## src/sv/iyrc_pkg.sv

```systemverilog
package iyrc_pkg;

  // CORDIC iteration count and tick counter width
  localparam int ANGLE_BITS = 16;
  localparam int TIMER_BITS = 16;
  localparam int ITER_W     = $clog2(ANGLE_BITS);

  // Field widths
  localparam int QUAT_W     = 16;
  localparam int HEAD_W     = 16;
  localparam int RATE_W     = 16;
  localparam int SPEED_W    = 15;
  localparam int LIMIT_W    = 16;
  localparam int STATUS_W   = 2;
  localparam int CFG_IDX_W  = 3;
  localparam int CFG_DATA_W = 16;

  // Datapath widths: CORDIC vector components and 32-bit angle accumulator
  localparam int CORDIC_W   = 36;
  localparam int PROD_W     = 2 * QUAT_W;
  localparam int ACC_W      = 32;
  localparam int TMR_CMP_W  = (TIMER_BITS > LIMIT_W) ? TIMER_BITS : LIMIT_W;

  // Input opcodes
  localparam logic OP_SAMPLE = 1'b0;
  localparam logic OP_TICK   = 1'b1;

  // Result status codes
  localparam logic [STATUS_W-1:0] STAT_DRIVE   = 2'd0;
  localparam logic [STATUS_W-1:0] STAT_REACHED = 2'd1;
  localparam logic [STATUS_W-1:0] STAT_ROT_TO  = 2'd2;
  localparam logic [STATUS_W-1:0] STAT_INIT_TO = 2'd3;

  // Register indexes
  localparam logic [CFG_IDX_W-1:0] REG_TARGET_DELTA = 3'd0;
  localparam logic [CFG_IDX_W-1:0] REG_TOLERANCE    = 3'd1;
  localparam logic [CFG_IDX_W-1:0] REG_MAX_SPEED    = 3'd2;
  localparam logic [CFG_IDX_W-1:0] REG_MIN_SPEED    = 3'd3;
  localparam logic [CFG_IDX_W-1:0] REG_ROT_TIMEOUT  = 3'd4;
  localparam logic [CFG_IDX_W-1:0] REG_INIT_TIMEOUT = 3'd5;

  // Register reset values
  localparam logic signed [HEAD_W-1:0] RST_TARGET_DELTA = 16'sh8000;
  localparam logic [SPEED_W-1:0]       RST_TOLERANCE    = 15'd209;
  localparam logic [SPEED_W-1:0]       RST_MAX_SPEED    = 15'd3277;
  localparam logic [SPEED_W-1:0]       RST_MIN_SPEED    = 15'd3277;
  localparam logic [LIMIT_W-1:0]       RST_ROT_TIMEOUT  = 16'd200;
  localparam logic [LIMIT_W-1:0]       RST_INIT_TIMEOUT = 16'd30;

  typedef struct packed {
    logic signed [HEAD_W-1:0] target_delta;
    logic [SPEED_W-1:0]       tolerance;
    logic [SPEED_W-1:0]       max_speed;
    logic [SPEED_W-1:0]       min_speed;
    logic [LIMIT_W-1:0]       rotate_timeout;
    logic [LIMIT_W-1:0]       init_timeout;
  } iyrc_cfg_t;

  // atan(2^-i) as a 32-bit binary angle
  function automatic logic [ACC_W-1:0] atan_lut(input logic [4:0] idx);
    logic [ACC_W-1:0] v;
    case (idx)
      5'd0:  v = 32'h20000000;
      5'd1:  v = 32'h12E4051E;
      5'd2:  v = 32'h09FB385B;
      5'd3:  v = 32'h051111D4;
      5'd4:  v = 32'h028B0D43;
      5'd5:  v = 32'h0145D7E1;
      5'd6:  v = 32'h00A2F61E;
      5'd7:  v = 32'h00517C55;
      5'd8:  v = 32'h0028BE53;
      5'd9:  v = 32'h00145F2F;
      5'd10: v = 32'h000A2F98;
      5'd11: v = 32'h000517CC;
      5'd12: v = 32'h00028BE6;
      5'd13: v = 32'h000145F3;
      5'd14: v = 32'h0000A2FA;
      5'd15: v = 32'h0000517D;
      5'd16: v = 32'h000028BE;
      5'd17: v = 32'h0000145F;
      5'd18: v = 32'h00000A30;
      5'd19: v = 32'h00000518;
      5'd20: v = 32'h0000028C;
      5'd21: v = 32'h00000146;
      5'd22: v = 32'h000000A3;
      5'd23: v = 32'h00000051;
      5'd24: v = 32'h00000029;
      5'd25: v = 32'h00000014;
      5'd26: v = 32'h0000000A;
      5'd27: v = 32'h00000005;
      5'd28: v = 32'h00000003;
      5'd29: v = 32'h00000001;
      5'd30: v = 32'h00000001;
      default: v = 32'h00000000;
    endcase
    return v;
  endfunction

endpackage

```

## src/sv/iyrc_if.sv

```systemverilog
// Input item channel: IMU sample or control tick
interface iyrc_in_if import iyrc_pkg::*; ();
  logic                     valid;
  logic                     ready;
  logic                     opcode;
  logic signed [QUAT_W-1:0] quat_x;
  logic signed [QUAT_W-1:0] quat_y;
  logic signed [QUAT_W-1:0] quat_z;
  logic signed [QUAT_W-1:0] quat_w;

  modport source (output valid, output opcode, output quat_x, output quat_y,
                  output quat_z, output quat_w, input ready);
  modport sink (input valid, input opcode, input quat_x, input quat_y,
                input quat_z, input quat_w, output ready);
endinterface

// Result channel: rate command and status
interface iyrc_out_if import iyrc_pkg::*; ();
  logic                     valid;
  logic                     ready;
  logic signed [RATE_W-1:0] angular_rate;
  logic [STATUS_W-1:0]      status;

  modport source (output valid, output angular_rate, output status, input ready);
  modport sink (input valid, input angular_rate, input status, output ready);
endinterface

// Register write channel
interface iyrc_cfg_if import iyrc_pkg::*; ();
  logic                  valid;
  logic                  ready;
  logic [CFG_IDX_W-1:0]  index;
  logic [CFG_DATA_W-1:0] data;

  modport source (output valid, output index, output data, input ready);
  modport sink (input valid, input index, input data, output ready);
endinterface

```

## src/sv/iyrc_regs.sv

```systemverilog
module iyrc_regs import iyrc_pkg::*; (
  input  logic       clk_i,
  input  logic       rst_ni,
  iyrc_cfg_if.sink   cfg_i,
  output iyrc_cfg_t  cfg_o
);

  iyrc_cfg_t cfg_q, cfg_d;

  assign cfg_i.ready = 1'b1;
  assign cfg_o       = cfg_q;

  // Decode a write transfer; ignore unknown indexes
  always_comb begin
    cfg_d = cfg_q;
    if (cfg_i.valid && cfg_i.ready) begin
      case (cfg_i.index)
        REG_TARGET_DELTA: cfg_d.target_delta   = signed'(cfg_i.data);
        REG_TOLERANCE:    cfg_d.tolerance      = cfg_i.data[SPEED_W-1:0];
        REG_MAX_SPEED:    cfg_d.max_speed      = cfg_i.data[SPEED_W-1:0];
        REG_MIN_SPEED:    cfg_d.min_speed      = cfg_i.data[SPEED_W-1:0];
        REG_ROT_TIMEOUT:  cfg_d.rotate_timeout = cfg_i.data[LIMIT_W-1:0];
        REG_INIT_TIMEOUT: cfg_d.init_timeout   = cfg_i.data[LIMIT_W-1:0];
        default: ;
      endcase
    end
  end

  always_ff @(posedge clk_i or negedge rst_ni) begin
    if (!rst_ni) begin
      cfg_q.target_delta   <= RST_TARGET_DELTA;
      cfg_q.tolerance      <= RST_TOLERANCE;
      cfg_q.max_speed      <= RST_MAX_SPEED;
      cfg_q.min_speed      <= RST_MIN_SPEED;
      cfg_q.rotate_timeout <= RST_ROT_TIMEOUT;
      cfg_q.init_timeout   <= RST_INIT_TIMEOUT;
    end else begin
      cfg_q <= cfg_d;
    end
  end

endmodule

```

## src/sv/iyrc_yaw.sv

```systemverilog
module iyrc_yaw import iyrc_pkg::*; (
  input  logic                     clk_i,
  input  logic                     rst_ni,
  input  logic                     start_i,
  input  logic signed [QUAT_W-1:0] quat_x_i,
  input  logic signed [QUAT_W-1:0] quat_y_i,
  input  logic signed [QUAT_W-1:0] quat_z_i,
  input  logic signed [QUAT_W-1:0] quat_w_i,
  output logic                     done_o,
  output logic [HEAD_W-1:0]        heading_o
);

  localparam logic [2:0] Y_IDLE  = 3'd0;
  localparam logic [2:0] Y_MUL   = 3'd1;
  localparam logic [2:0] Y_FORM  = 3'd2;
  localparam logic [2:0] Y_PREP  = 3'd3;
  localparam logic [2:0] Y_ITER  = 3'd4;
  localparam logic [2:0] Y_ROUND = 3'd5;

  localparam logic [1:0] M_WZ = 2'd0;
  localparam logic [1:0] M_XY = 2'd1;
  localparam logic [1:0] M_YY = 2'd2;
  localparam logic [1:0] M_ZZ = 2'd3;

  localparam logic [ITER_W-1:0]          IT_LAST = ITER_W'(ANGLE_BITS - 1);
  localparam logic signed [CORDIC_W-1:0] X_ONE   = CORDIC_W'(1 << 30);
  localparam logic [ACC_W-1:0]           ANG_PI  = 32'h8000_0000;
  localparam logic [ACC_W-1:0]           ANG_RND = 32'h0000_8000;

  logic [2:0]                st_q, st_d;
  logic [1:0]                mcnt_q, mcnt_d;
  logic [ITER_W-1:0]         it_q, it_d;
  logic signed [QUAT_W-1:0]  qx_q, qx_d, qy_q, qy_d, qz_q, qz_d, qw_q, qw_d;
  logic signed [CORDIC_W-1:0] x_q, x_d, y_q, y_d;
  logic [ACC_W-1:0]          ang_q, ang_d;
  logic                      done_q, done_d;
  logic [HEAD_W-1:0]         head_q, head_d;

  logic signed [QUAT_W-1:0]   op_a, op_b;
  logic signed [PROD_W-1:0]   prod;
  logic signed [CORDIC_W-1:0] prod_ext, xs, ys;
  logic [ACC_W-1:0]           tab, rnd;
  logic                       y_pos;

  // Shared multiplier: one product of the quaternion terms per cycle
  always_comb begin
    case (mcnt_q)
      M_WZ:    begin op_a = qw_q; op_b = qz_q; end
      M_XY:    begin op_a = qx_q; op_b = qy_q; end
      M_YY:    begin op_a = qy_q; op_b = qy_q; end
      default: begin op_a = qz_q; op_b = qz_q; end
    endcase
  end

  assign prod     = op_a * op_b;
  assign prod_ext = {{(CORDIC_W - PROD_W){prod[PROD_W-1]}}, prod};

  // Shared CORDIC rotation step
  assign xs    = x_q >>> it_q;
  assign ys    = y_q >>> it_q;
  assign y_pos = !y_q[CORDIC_W-1] && (y_q != '0);
  assign tab   = atan_lut(5'(it_q));
  assign rnd   = ang_q + ANG_RND;

  // Sequencer: multiply, form vector, fold to right half plane, rotate, round (a zero vector skips the rotation)
  always_comb begin
    st_d   = st_q;
    mcnt_d = mcnt_q;
    it_d   = it_q;
    qx_d   = qx_q;
    qy_d   = qy_q;
    qz_d   = qz_q;
    qw_d   = qw_q;
    x_d    = x_q;
    y_d    = y_q;
    ang_d  = ang_q;
    head_d = head_q;
    done_d = 1'b0;
    case (st_q)
      Y_IDLE: begin
        if (start_i) begin
          qx_d   = quat_x_i;
          qy_d   = quat_y_i;
          qz_d   = quat_z_i;
          qw_d   = quat_w_i;
          mcnt_d = M_WZ;
          st_d   = Y_MUL;
        end
      end
      Y_MUL: begin
        mcnt_d = mcnt_q + 2'd1;
        case (mcnt_q)
          M_WZ: y_d = prod_ext;
          M_XY: y_d = y_q + prod_ext;
          M_YY: x_d = prod_ext;
          default: begin
            x_d  = x_q + prod_ext;
            st_d = Y_FORM;
          end
        endcase
      end
      Y_FORM: begin
        y_d  = y_q <<< 1;
        x_d  = X_ONE - (x_q <<< 1);
        st_d = Y_PREP;
      end
      Y_PREP: begin
        it_d = '0;
        if (x_q == '0 && y_q == '0) begin
          // Zero vector: heading is zero
          ang_d = '0;
          st_d  = Y_ROUND;
        end else if (x_q[CORDIC_W-1]) begin
          x_d   = -x_q;
          y_d   = -y_q;
          ang_d = ANG_PI;
          st_d  = Y_ITER;
        end else begin
          ang_d = '0;
          st_d  = Y_ITER;
        end
      end
      Y_ITER: begin
        if (y_pos) begin
          x_d   = x_q + ys;
          y_d   = y_q - xs;
          ang_d = ang_q + tab;
        end else begin
          x_d   = x_q - ys;
          y_d   = y_q + xs;
          ang_d = ang_q - tab;
        end
        it_d = it_q + ITER_W'(1);
        if (it_q == IT_LAST) begin
          st_d = Y_ROUND;
        end
      end
      Y_ROUND: begin
        head_d = rnd[ACC_W-1:ACC_W-HEAD_W];
        done_d = 1'b1;
        st_d   = Y_IDLE;
      end
      default: st_d = Y_IDLE;
    endcase
  end

  always_ff @(posedge clk_i or negedge rst_ni) begin
    if (!rst_ni) begin
      st_q   <= Y_IDLE;
      mcnt_q <= M_WZ;
      it_q   <= '0;
      done_q <= 1'b0;
    end else begin
      st_q   <= st_d;
      mcnt_q <= mcnt_d;
      it_q   <= it_d;
      done_q <= done_d;
    end
  end

  always_ff @(posedge clk_i) begin
    qx_q   <= qx_d;
    qy_q   <= qy_d;
    qz_q   <= qz_d;
    qw_q   <= qw_d;
    x_q    <= x_d;
    y_q    <= y_d;
    ang_q  <= ang_d;
    head_q <= head_d;
  end

  assign done_o    = done_q;
  assign heading_o = head_q;

  // Last rotation step always hands over to rounding
  a_iter_to_round: assert property (@(posedge clk_i) disable iff (!rst_ni)
    (st_q == Y_ITER && it_q == IT_LAST) |=> (st_q == Y_ROUND))
    else $error("CORDIC did not round after last step");

endmodule

```

## src/sv/imu_yaw_rotation_controller.sv

```systemverilog
// Proportional yaw rotation controller.
// in_i carries IMU orientation samples (opcode sample, Q1.15 quaternion) and
// control ticks (opcode tick). out_o carries one result per tick that needs
// one: a drive rate or a single stop with its status. cfg_i writes the six
// registers by index; write only while the block is idle.
// A sample holds in_i.ready low from its transfer until its heading is in: the
// iterative CORDIC forms the products on the shared multiplier, forms and
// folds the vector, runs ANGLE_BITS rotation steps (none for a zero vector)
// and rounds, then the headings are updated. Samples give no result.
// A tick that drives or arrives steps through timer and error, clamp and
// output load; its result becomes valid in the output register in the same
// cycle that the block is ready for the next item.
// A timeout stop skips the clamp; a tick with no result goes straight back
// to idle. No item is taken while busy.
// The output register holds a result until it is taken; the next item is
// accepted meanwhile, and a later tick waits in its last cycle only while
// the register is still full.
// Reset restores the register defaults, clears the headings and the tick
// count and waits for the first sample.
module imu_yaw_rotation_controller import iyrc_pkg::*; (
  input  logic        clk_i,
  input  logic        rst_ni,
  iyrc_in_if.sink     in_i,
  iyrc_out_if.source  out_o,
  iyrc_cfg_if.sink    cfg_i
);

  localparam logic [2:0] ST_IDLE = 3'd0;
  localparam logic [2:0] ST_YAW  = 3'd1;
  localparam logic [2:0] ST_TICK = 3'd2;
  localparam logic [2:0] ST_EVAL = 3'd3;
  localparam logic [2:0] ST_EMIT = 3'd4;

  localparam logic [1:0] PH_WAIT   = 2'd0;
  localparam logic [1:0] PH_ROTATE = 2'd1;
  localparam logic [1:0] PH_DONE   = 2'd2;

  iyrc_cfg_t cfg;

  logic [2:0]                st_q, st_d;
  logic [1:0]                phase_q, phase_d;
  logic [HEAD_W-1:0]         cur_q, cur_d, goal_q, goal_d;
  logic [TIMER_BITS-1:0]     tick_q, tick_d;
  logic [HEAD_W-1:0]         mag_q, mag_d;
  logic                      neg_q, neg_d;
  logic signed [RATE_W-1:0]  res_rate_q, res_rate_d;
  logic [STATUS_W-1:0]       res_status_q, res_status_d;
  logic                      out_valid_q, out_valid_d;
  logic signed [RATE_W-1:0]  out_rate_q, out_rate_d;
  logic [STATUS_W-1:0]       out_status_q, out_status_d;

  logic                  in_ready, in_fire, yaw_start, yaw_done, out_free;
  logic [HEAD_W-1:0]     yaw_heading, diff, diff_mag;
  logic                  diff_neg, over, reached;
  logic [LIMIT_W-1:0]    limit;
  logic [TIMER_BITS-1:0] tick_inc;
  logic [SPEED_W-1:0]    lo, lim;
  logic signed [RATE_W-1:0] lim_s;

  iyrc_regs u_regs (
    .clk_i  (clk_i),
    .rst_ni (rst_ni),
    .cfg_i  (cfg_i),
    .cfg_o  (cfg)
  );

  iyrc_yaw u_yaw (
    .clk_i     (clk_i),
    .rst_ni    (rst_ni),
    .start_i   (yaw_start),
    .quat_x_i  (in_i.quat_x),
    .quat_y_i  (in_i.quat_y),
    .quat_z_i  (in_i.quat_z),
    .quat_w_i  (in_i.quat_w),
    .done_o    (yaw_done),
    .heading_o (yaw_heading)
  );

  assign in_ready   = (st_q == ST_IDLE);
  assign in_i.ready = in_ready;
  assign in_fire    = in_i.valid && in_ready;
  assign yaw_start  = in_fire && (in_i.opcode == OP_SAMPLE);
  assign out_free   = !out_valid_q || out_o.ready;

  // Timer: compare before the saturating increment
  assign limit    = (phase_q == PH_WAIT) ? cfg.init_timeout : cfg.rotate_timeout;
  assign over     = TMR_CMP_W'(tick_q) > TMR_CMP_W'(limit);
  assign tick_inc = (tick_q != {TIMER_BITS{1'b1}}) ? tick_q + TIMER_BITS'(1) : tick_q;

  // Heading error; a half turn counts as positive
  assign diff     = goal_q - cur_q;
  assign diff_neg = diff[HEAD_W-1] && (diff[HEAD_W-2:0] != '0);
  assign diff_mag = diff_neg ? (~diff + HEAD_W'(1)) : diff;

  // Clamp magnitude; min_speed wins over max_speed
  assign reached = mag_q < HEAD_W'(cfg.tolerance);
  assign lo      = (mag_q < HEAD_W'(cfg.max_speed)) ? mag_q[SPEED_W-1:0] : cfg.max_speed;
  assign lim     = (lo < cfg.min_speed) ? cfg.min_speed : lo;
  assign lim_s   = signed'(RATE_W'(lim));

  // Sequencer
  always_comb begin
    st_d         = st_q;
    phase_d      = phase_q;
    cur_d        = cur_q;
    goal_d       = goal_q;
    tick_d       = tick_q;
    mag_d        = mag_q;
    neg_d        = neg_q;
    res_rate_d   = res_rate_q;
    res_status_d = res_status_q;
    out_rate_d   = out_rate_q;
    out_status_d = out_status_q;
    out_valid_d  = out_valid_q && !out_o.ready;
    case (st_q)
      ST_IDLE: begin
        if (in_fire) begin
          st_d = (in_i.opcode == OP_SAMPLE) ? ST_YAW : ST_TICK;
        end
      end
      ST_YAW: begin
        if (yaw_done) begin
          cur_d = yaw_heading;
          if (phase_q == PH_WAIT) begin
            goal_d  = yaw_heading + cfg.target_delta;
            phase_d = PH_ROTATE;
            tick_d  = '0;
          end
          st_d = ST_IDLE;
        end
      end
      ST_TICK: begin
        st_d = ST_IDLE;
        if (phase_q == PH_WAIT || phase_q == PH_ROTATE) begin
          tick_d = tick_inc;
          if (over) begin
            phase_d      = PH_DONE;
            res_rate_d   = '0;
            res_status_d = (phase_q == PH_WAIT) ? STAT_INIT_TO : STAT_ROT_TO;
            st_d         = ST_EMIT;
          end else if (phase_q == PH_ROTATE) begin
            mag_d = diff_mag;
            neg_d = diff_neg;
            st_d  = ST_EVAL;
          end
        end
      end
      ST_EVAL: begin
        if (reached) begin
          phase_d      = PH_DONE;
          res_rate_d   = '0;
          res_status_d = STAT_REACHED;
        end else begin
          res_rate_d   = neg_q ? -lim_s : lim_s;
          res_status_d = STAT_DRIVE;
        end
        st_d = ST_EMIT;
      end
      ST_EMIT: begin
        // Hold the result until the output register frees up
        if (out_free) begin
          out_valid_d  = 1'b1;
          out_rate_d   = res_rate_q;
          out_status_d = res_status_q;
          st_d         = ST_IDLE;
        end
      end
      default: st_d = ST_IDLE;
    endcase
  end

  always_ff @(posedge clk_i or negedge rst_ni) begin
    if (!rst_ni) begin
      st_q        <= ST_IDLE;
      phase_q     <= PH_WAIT;
      cur_q       <= '0;
      goal_q      <= '0;
      tick_q      <= '0;
      out_valid_q <= 1'b0;
    end else begin
      st_q        <= st_d;
      phase_q     <= phase_d;
      cur_q       <= cur_d;
      goal_q      <= goal_d;
      tick_q      <= tick_d;
      out_valid_q <= out_valid_d;
    end
  end

  always_ff @(posedge clk_i) begin
    mag_q        <= mag_d;
    neg_q        <= neg_d;
    res_rate_q   <= res_rate_d;
    res_status_q <= res_status_d;
    out_rate_q   <= out_rate_d;
    out_status_q <= out_status_d;
  end

  assign out_o.valid        = out_valid_q;
  assign out_o.angular_rate = out_rate_q;
  assign out_o.status       = out_status_q;

  // A pending stop leaves the controller finished
  a_stop_done: assert property (@(posedge clk_i) disable iff (!rst_ni)
    (st_q == ST_EMIT && res_status_q != STAT_DRIVE) |-> (phase_q == PH_DONE))
    else $error("stop pending while still active");

  // Every stop result commands zero rate
  a_stop_zero: assert property (@(posedge clk_i) disable iff (!rst_ni)
    (out_valid_q && out_status_q != STAT_DRIVE) |-> (out_rate_q == '0))
    else $error("stop result with nonzero rate");

  // The yaw unit finishes only while a sample is in flight
  a_yaw_owned: assert property (@(posedge clk_i) disable iff (!rst_ni)
    yaw_done |-> (st_q == ST_YAW))
    else $error("yaw unit finished outside a sample");

endmodule
```

## src/flat_wrapper.sv

```systemverilog
// flat-port wrapper written by rule: the top's interface ports become plain ports
module imu_yaw_rotation_controller_flat import iyrc_pkg::*;
  (clk_i, rst_ni, in_i_valid, in_i_opcode, in_i_quat_x, in_i_quat_y, in_i_quat_z, in_i_quat_w, in_i_ready, out_o_valid, out_o_angular_rate, out_o_status, out_o_ready, cfg_i_valid, cfg_i_index, cfg_i_data, cfg_i_ready);
  iyrc_in_if in_i_i ();
  iyrc_out_if out_o_i ();
  iyrc_cfg_if cfg_i_i ();
  input  logic clk_i;
  input  logic rst_ni;
  input wire logic [$bits(in_i_i.valid)-1:0] in_i_valid;
  input wire logic [$bits(in_i_i.opcode)-1:0] in_i_opcode;
  input wire logic [$bits(in_i_i.quat_x)-1:0] in_i_quat_x;
  input wire logic [$bits(in_i_i.quat_y)-1:0] in_i_quat_y;
  input wire logic [$bits(in_i_i.quat_z)-1:0] in_i_quat_z;
  input wire logic [$bits(in_i_i.quat_w)-1:0] in_i_quat_w;
  output wire logic [$bits(in_i_i.ready)-1:0] in_i_ready;
  output wire logic [$bits(out_o_i.valid)-1:0] out_o_valid;
  output wire logic [$bits(out_o_i.angular_rate)-1:0] out_o_angular_rate;
  output wire logic [$bits(out_o_i.status)-1:0] out_o_status;
  input wire logic [$bits(out_o_i.ready)-1:0] out_o_ready;
  input wire logic [$bits(cfg_i_i.valid)-1:0] cfg_i_valid;
  input wire logic [$bits(cfg_i_i.index)-1:0] cfg_i_index;
  input wire logic [$bits(cfg_i_i.data)-1:0] cfg_i_data;
  output wire logic [$bits(cfg_i_i.ready)-1:0] cfg_i_ready;
  assign in_i_i.valid = in_i_valid;
  assign in_i_i.opcode = in_i_opcode;
  assign in_i_i.quat_x = in_i_quat_x;
  assign in_i_i.quat_y = in_i_quat_y;
  assign in_i_i.quat_z = in_i_quat_z;
  assign in_i_i.quat_w = in_i_quat_w;
  assign in_i_ready = in_i_i.ready;
  assign out_o_valid = out_o_i.valid;
  assign out_o_angular_rate = out_o_i.angular_rate;
  assign out_o_status = out_o_i.status;
  assign out_o_i.ready = out_o_ready;
  assign cfg_i_i.valid = cfg_i_valid;
  assign cfg_i_i.index = cfg_i_index;
  assign cfg_i_i.data = cfg_i_data;
  assign cfg_i_ready = cfg_i_i.ready;
  imu_yaw_rotation_controller u_core (.clk_i(clk_i), .rst_ni(rst_ni), .in_i(in_i_i), .out_o(out_o_i), .cfg_i(cfg_i_i));
endmodule
```

## config.mk

```make
export PLATFORM = sky130hd
export DESIGN_NAME = imu_yaw_rotation_controller_flat
export DESIGN_NICKNAME = d
export VERILOG_FILES = /design/src/sv/iyrc_pkg.sv /design/src/sv/iyrc_if.sv /design/src/sv/iyrc_regs.sv /design/src/sv/iyrc_yaw.sv /design/src/sv/imu_yaw_rotation_controller.sv /design/src/flat_wrapper.sv
export SDC_FILE = /design/constraint.sdc
export NUM_CORES = 2
export LEC_CHECK = 0
export BUFFER_PORTS_ARGS = -buffer_cell sky130_fd_sc_hd__buf_4
export CORE_UTILIZATION = 59
export DETAILED_ROUTE_END_ITERATION = 10
export PLACE_DENSITY = 0.79
export SYNTH_ARGS = -nofsm -noshare
export SYNTH_HDL_FRONTEND = slang
export SYNTH_SLANG_ARGS = --single-unit
export TNS_END_PERCENT = 5
```

## constraint.sdc

```tcl
create_clock -name clk_i -period 9.1 [get_ports clk_i]
set_input_delay 1.82 -clock clk_i [delete_from_list [all_inputs] [get_ports clk_i]]
set_output_delay 1.82 -clock clk_i [all_outputs]
set_load 0.005 [all_outputs]
```

**After elaboration in Yosys (flattened, before gate mapping)**

Memories as Yosys holds them, arrays and structs flattened.
Index checks and enable logic that the tools add are counted.

- Register bits after elaboration: 394
- Memory bits (read-only): 480
- Input bits: 89
- Memories kept: 1

- Add/subtract/negate cells: 19
- Multiply operators: 1
- Magnitude comparators: 4
- Eq/ne operators: 34
- Shifts and indexed selects: 2
- Mux-type cells: 60
- Bitwise logic cells: 3
- Reductions and logical operators: 49

Memory list:

| memory | depth | bits a word | read ports | clocked after memory_dff | wr ports | line | RTL |
|---|---|---|---|---|---|---|---|
| (name not given) | 16 | 30 | 1 | 0 | 0 | iyrc_pkg.sv:62 | `case (idx)` |

Operators with widths:

| operator | count |
|---|---|
| 36-bit case mux with 4 select lines | 2 |
| 36-bit 2-to-1 mux | 6 |
| 16-bit 2-to-1 mux | 11 |
| 36-bit case mux with 2 select lines | 2 |
| 32-bit 2-to-1 mux | 3 |
| 36-bit by 32-bit adder with 36-bit output | 2 |
| 36-bit adder | 2 |
| 36-bit zero test | 2 |
| 36-bit negation | 2 |
| 36-bit by 4-bit >>> shifter with 36-bit output | 2 |
| 36-bit subtractor | 2 |
| 16-bit case mux with 2 select lines | 2 |
| 32-bit case mux with 2 select lines | 1 |
| 16-bit case mux with 3 select lines | 1 |
| 36-bit nonzero test | 1 |
| 32-bit by 36-bit subtractor with 36-bit output (first input constant) | 1 |
| 16-bit by 1-bit adder with 16-bit output (second input constant) | 2 |
| 32-bit by 16-bit adder with 32-bit output (second input constant) | 1 |
| 32-bit adder | 1 |
| 16-bit by 15-bit < comparator with 1-bit output | 2 |
| 16-bit by 16-bit multiplier with 32-bit output | 1 |
| 32-bit subtractor | 1 |
| 15-bit 2-to-1 mux | 2 |
| 3-bit case mux with 5 select lines | 2 |
| other kinds (41) | 118 |

**Longest topological paths before layout**

- Depth after elaboration: 8
- Mapped depth: 43
- Depth with buffers taken out: 40

**Modules after synthesis**

Synthesis repeated with hierarchy kept, for this count alone.

- Cells, all modules: 5190
- Area total of the unflattened synthesis: 47113.9 µm²

Modules (own cells, without submodules):

| module | instances | cells each | area an instance (µm²) | seq. area each (µm²) |
|---|---|---|---|---|
| iyrc_yaw | 1 | 4110 | 35317.6 | 5775.5 |
| imu_yaw_rotation_controller | 1 | 876 | 8187.9 | 2942.8 |
| iyrc_regs | 1 | 204 | 3608.5 | 2359.8 |

**Worst setup path after synthesis**

OpenSTA, ideal clock, no wires.

- Path type: register -> register
- Start: register u_core.u_yaw.mcnt_q[0]
- End: register u_core.u_yaw.x_q[35] (data pin)
- Setup time: 0.275 ns
- Arrival: 9.690 ns
- Data required time: 8.825 ns
- Setup slack: -0.865 ns
- Cell stages (with the launch flop): 40
- Clock period less this slack: 9.965 ns
- Path through: dfrtp_1 > inv_1 > ha_1 > clkbuf_1 > clkbuf_1 > mux2i_1 > clkbuf_1 > nor2_1 > fa_1 > inv_1 > fa_1 > fa_1 > fa_1 > inv_1 > fa_1 > inv_1 > fa_1 > inv_1 > (+4 left out) > o31ai_1 > nor3_1 > o21ai_0 > a21bo_2 > a21oi_1 > xnor2_1 > ha_1 > clkbuf_1 > nand4_1 > or3_1 > a41oi_1 > o211ai_1 > o21ai_0 > o31ai_1 > o21ai_0 > mux2i_1 > xor2_1 > o221ai_1

- Longest elaborated chain between the ends: 7

RTL lines:

| what | line | RTL |
|---|---|---|
| from (decl) | iyrc_yaw.sv:31 | `logic [1:0] mcnt_q, mcnt_d;` |
| from (signal assigned) | iyrc_yaw.sv:155 | `mcnt_q <= mcnt_d;` |
| 2-bit by 1-bit equality test with 1-bit output or 2-bit equality test (tied branches) | iyrc_yaw.sv:47, iyrc_yaw.sv:92 |  |
| 2-bit OR reduction (no line) | n/a |  |
| 16-bit 2-to-1 mux | iyrc_yaw.sv:47 | `case (mcnt_q)` |
| 16-bit by 16-bit multiplier with 32-bit output | iyrc_yaw.sv:55 | `assign prod = op_a * op_b;` |
| 36-bit by 32-bit adder with 36-bit output | iyrc_yaw.sv:97 | `x_d = x_q + prod_ext;` |
| 36-bit case mux with 2 select lines (*) | iyrc_yaw.sv:92 | `case (mcnt_q)` |
| 36-bit case mux with 4 select lines (*) | iyrc_yaw.sv:79 | `case (st_q)` |
| via u_core.u_yaw.x_d[35] | iyrc_yaw.sv:34 | `logic signed [CORDIC_W-1:0] x_q, x_d, y_q, y_d;` |
| to (signal assigned) | iyrc_yaw.sv:166 | `x_q <= x_d;` |
| to (decl) | iyrc_yaw.sv:34 |  |

Mark *: on every way through the listed nets, which the timed path passes. The rest lies on a longest branch.
A chain may end at the register's enable or synchronous reset.

**Worst setup path in the final report**

- Start: register u_core.u_yaw.mcnt_q[1]
- End: register u_core.u_yaw.x_q[35] (data pin)

The elaborated chain is that of the path after synthesis.

==> results by group <==
Outcome
  – Status: complete, but fails checks
  – Violated checks: setup timing

Synthesis
  – Number of distinct standard cells referenced by the synthesized netlist: 98
  – Share of Yosys cell area claimed by the top area cell type: 15.0%
  – Yosys top cell by area: edfxtp_1
  – Synth async-reset ratio: 39.8%
  – Mean Syn Cell Area: 8.75 µm²
  – Post-synthesis sequential element count: 394
  – Post-synth EDFFs: 237
  – Post-synthesis instance area: 47,300 µm²
  – Seq/Total Area, Yosys: 23.4%
  – Number of warnings issued by yosys: 0
  – Main synth FF type: edfxtp_1
  – Cell count after synthesis: 5,404
  – Leading post-synthesis cells by cell area: edfxtp_1 (15%), fa_1 (11%), ha_1 (9.6%), dfrtp_1 (6.9%), xnor2_1 (4.6%)
  – Net count of the mapped netlist: 6,123

Detailed routing
  – DRC violation count after routing: 0
  – Final Routed Wirelength: 149,000 µm
  – Remaining number of nets flagged by the antenna check after routing: 0
  – Vias after detailed routing: 43,600
  – First drt pass iteration count: 8
  – Wire length per cell after detailed routing: 21.9 µm
  – DRT iter0 DRCs: 4,958
  – Detail-routed via count per cell: 6.39

Layout
  – Area added between synthesis and finish: 15.0%
  – Share of final-layout standard cells stronger than drive strength 1: 17.8%
  – Final cell area excluding filler cells: 54,400 µm²
  – Number of nets in the finished design: 6,448
  – Total of fill cells in the finished design: 6,225

Clock network
  – Number of clock sinks: 394
  – Cts bufs inserted: 47
  – Clk pin slew, worst setup/hold paths: 60 ps
  – TritonCTS clock tree: built
  – CTS root buffer: clkbuf_16
  – Quantity of hold-fixing buffers added after cts: 0
  – Htree depth: 2
  – Clock buffer depth: 3
  – Clock insertion delay at the later pin of the skew report: 640 ps

Floorplan
  – Chip height: 285 µm
  – Initial core utilization: 59.8%
  – Die Footprint: 81,300 µm²
  – Die X: 285 µm
  – Area of the core region: 79,100 µm²
  – IO Count: 110
  – Core Rows: 103

STA
  – Setup-violating endpoint count in the final report: 6
  – Setup WS post-layout: -176 ps
  – Final Skew: 46.1 ps
  – Highest Clock Rate: 108 MHz
  – Final Cycle Share: 102%
  – Hold violation total from the final report: 0
  – RSZ-0062 raised after global routing: yes
  – Tightest slew margin relative to the limit: 16.7%
  – Max-slew violations: 0
  – Worst Tran Pin Value: 1240 ps
  – Minimum period implied by the final worst setup slack: 9280 ps

GRT
  – Global-route wire length before repair: 230,000 µm
  – Via count of the first global-routing pass: 42,000
  – Largest net degree at the start of global routing: 65
  – Global routing usage summed across all routing layers: 35.7%
  – Initial antenna violation count: 1
  – Total congestion overflow after global routing: 0

Placed design
  – Dpl cell area: 51,500 µm²
  – Total of buffers placed on input and output ports: 108
  – Post-DP HPWL: 112,000 µm
  – Final weighted congestion in routability-driven placement: 1.00

Setup path
  – Critical register-to-register path startpoint: u_core.u_yaw.mcnt_q[1]
  – Highest fanout seen on the critical path: 6
  – Critical Setup Path Class: reg -> reg
  – Slowest cell delay on critical path: 550 ps
  – CP most frequent cell: fa_1
  – Launching element type of the critical path: register
  – Data arrival, critical path: 9580 ps
  – Kind of end point of the critical path: register
  – Data required time at the worst endpoint: 9410 ps
  – Worst path slowest cell: fa_1
  – Startpoint of the worst setup timing path: u_core.u_yaw.mcnt_q[1]

Hold path
  – HP Start: u_core.res_rate_q[7]
  – Class of the worst hold path: reg -> reg

Run
  – Max-cap viol count: 0
[synth_stat cells (all sizes together), types with 75 or more instances]
master / number
mux2: 148
nor3: 115
fa: 269
nor2: 494
ha: 361
nand2b: 75
edfxtp: 237
a21oi: 345
xnor2: 248
a21o: 142
nand3: 91
inv: 472
clkbuf: 183
dfrtp: 131
mux2i: 133
nand2: 523
xor2: 132
o21ai: 328
[final timing paths]
check / end / slack [ps] / cells after the start
max: u_core.u_yaw.x_q[35] / -180 / 41
min reg2reg: u_core.out_o.angular_rate[7] / 420 / 0
max reg2reg: u_core.u_yaw.x_q[35] / -180 / 41
min in group asynchronous: u_core.u_yaw.st_q[2] / 1180 / 1
max in group asynchronous: u_core.u_yaw.mcnt_q[0] / 6110 / 3
min: u_core.out_o.angular_rate[7] / 420 / 0
[state kept, by name, indices dropped and copies added (netlist names), 32 cells and up]
register and count:
u_core.u_regs.cfg_o 93, u_core.u_yaw.ang_q 32, u_core.u_yaw.x_q 36, u_core.u_yaw.y_q 36
[what timing repair did]
item                                    in CTS  in global routing
pin swaps                                   16                 85
endpoints found under the setup margin      25                 35
setup buffers                                9                 28
gates resized for setup                     47                129
gates cloned                                 1                  1
endpoints found under the hold margin        0                  0
[final cells by class]
cell class | count | area (µm²) | share of cell area [%]
diodes | 1 | 2.50 | 0.00460
clock buffers | 70 | 1480 | 2.72
clock inverters | 18 | 211 | 0.389
inverters | 475 | 1790 | 3.29
multi-input cells | 4286 | 34400 | 63.2
flip-flops and latches | 394 | 11100 | 20.4
well taps | 1050 | 1310 | 2.42
repair buffers | 525 | 4120 | 7.57
[stage by stage]
stage	std cells	setup TNS [ps]	util [%]	setup slack, ps	hold WS [ps]
2_1_floorplan	5404	-8.05	-	-8.05	400
3_3_place_gp	6691	-1840	65.1	-257	402
3_5_place_dp	6691	-5890	65.1	-480	406
4_1_cts	6789	-187	67.6	-62.8	419
5_1_grt	6818	-6130	68.7	-548	426
6_report	6819	-449	68.7	-176	417
[kinds of logic (layout without fill, tap and decap cells)]
group | count (synthesis) | in the layout | synth area share, %
XOR/XNOR | 380 | 380 | 7.04
flip-flops | 394 | 394 | 23.4
multiplexers | 331 | 332 | 8.74
adder cells (fa/ha/maj) | 630 | 630 | 20.9
AND/OR/NAND/NOR | 1625 | 1625 | 16.0
AO/OA/AOI/OAI | 1318 | 1318 | 17.9
other | 1 | 2 | 0.00793
buffers and inverters | 725 | 1088 | 6.02
[cells in the final DEF, fill, tap and decap left out, types with 18 or more instances in the layout]
cell type / netlist / final
nand2_1: 523 / 516
buf_4: 4 / 497
nor2_1: 493 / 480
inv_1: 469 / 465
ha_1: 361 / 344
a21oi_1: 345 / 325
o21ai_0: 324 / 308
fa_1: 269 / 262
xnor2_1: 248 / 240
edfxtp_1: 237 / 237
a21o_1: 142 / 142
mux2_2: 147 / 142
xor2_1: 132 / 131
dfrtp_1: 131 / 125
mux2i_1: 133 / 114
nor3_1: 113 / 108
nand3_1: 91 / 89
nand2b_1: 75 / 74
and3_1: 62 / 61
clkbuf_16: 0 / 55
a211oi_1: 52 / 50
mux4_2: 47 / 47
a31oi_1: 45 / 45
o21a_1: 41 / 41
or3_1: 41 / 40
nor2b_1: 40 / 39
o211ai_1: 37 / 37
and2_1: 32 / 31
o22ai_1: 30 / 30
nand4_1: 29 / 29
a22oi_1: 33 / 26
dfstp_2: 26 / 26
o21bai_1: 24 / 23
nor4_1: 24 / 22
a221oi_1: 20 / 20
buf_6: 6 / 20
a21boi_0: 20 / 19
or2_2: 18 / 18
a21oi_2: 0 / 18
[critical path: cells and delay by family (launching register included)]
kind            cells  cell delay, ps
xor+xnor            2             290
compound gates     13            1930
buf+inv             9            1080
fa+ha+maj           9            3890
mux                 2             460
flops               1             400
simple gates        6             900
[metal layers]
layer | GRT usage (%) | up-vias | share of wire, %
li1 | - | 19800 | -
met1 | 46.3 | 21000 | 39
met2 | 58.3 | 2280 | 47
met3 | 6.02 | 470 | 9.5
met4 | 16.4 | 0 | 5.4
met5 | 0 | - | 0
Power is not shown: default switching activity piles up to over one toggle a cycle in this logic, so the estimate is an artifact.
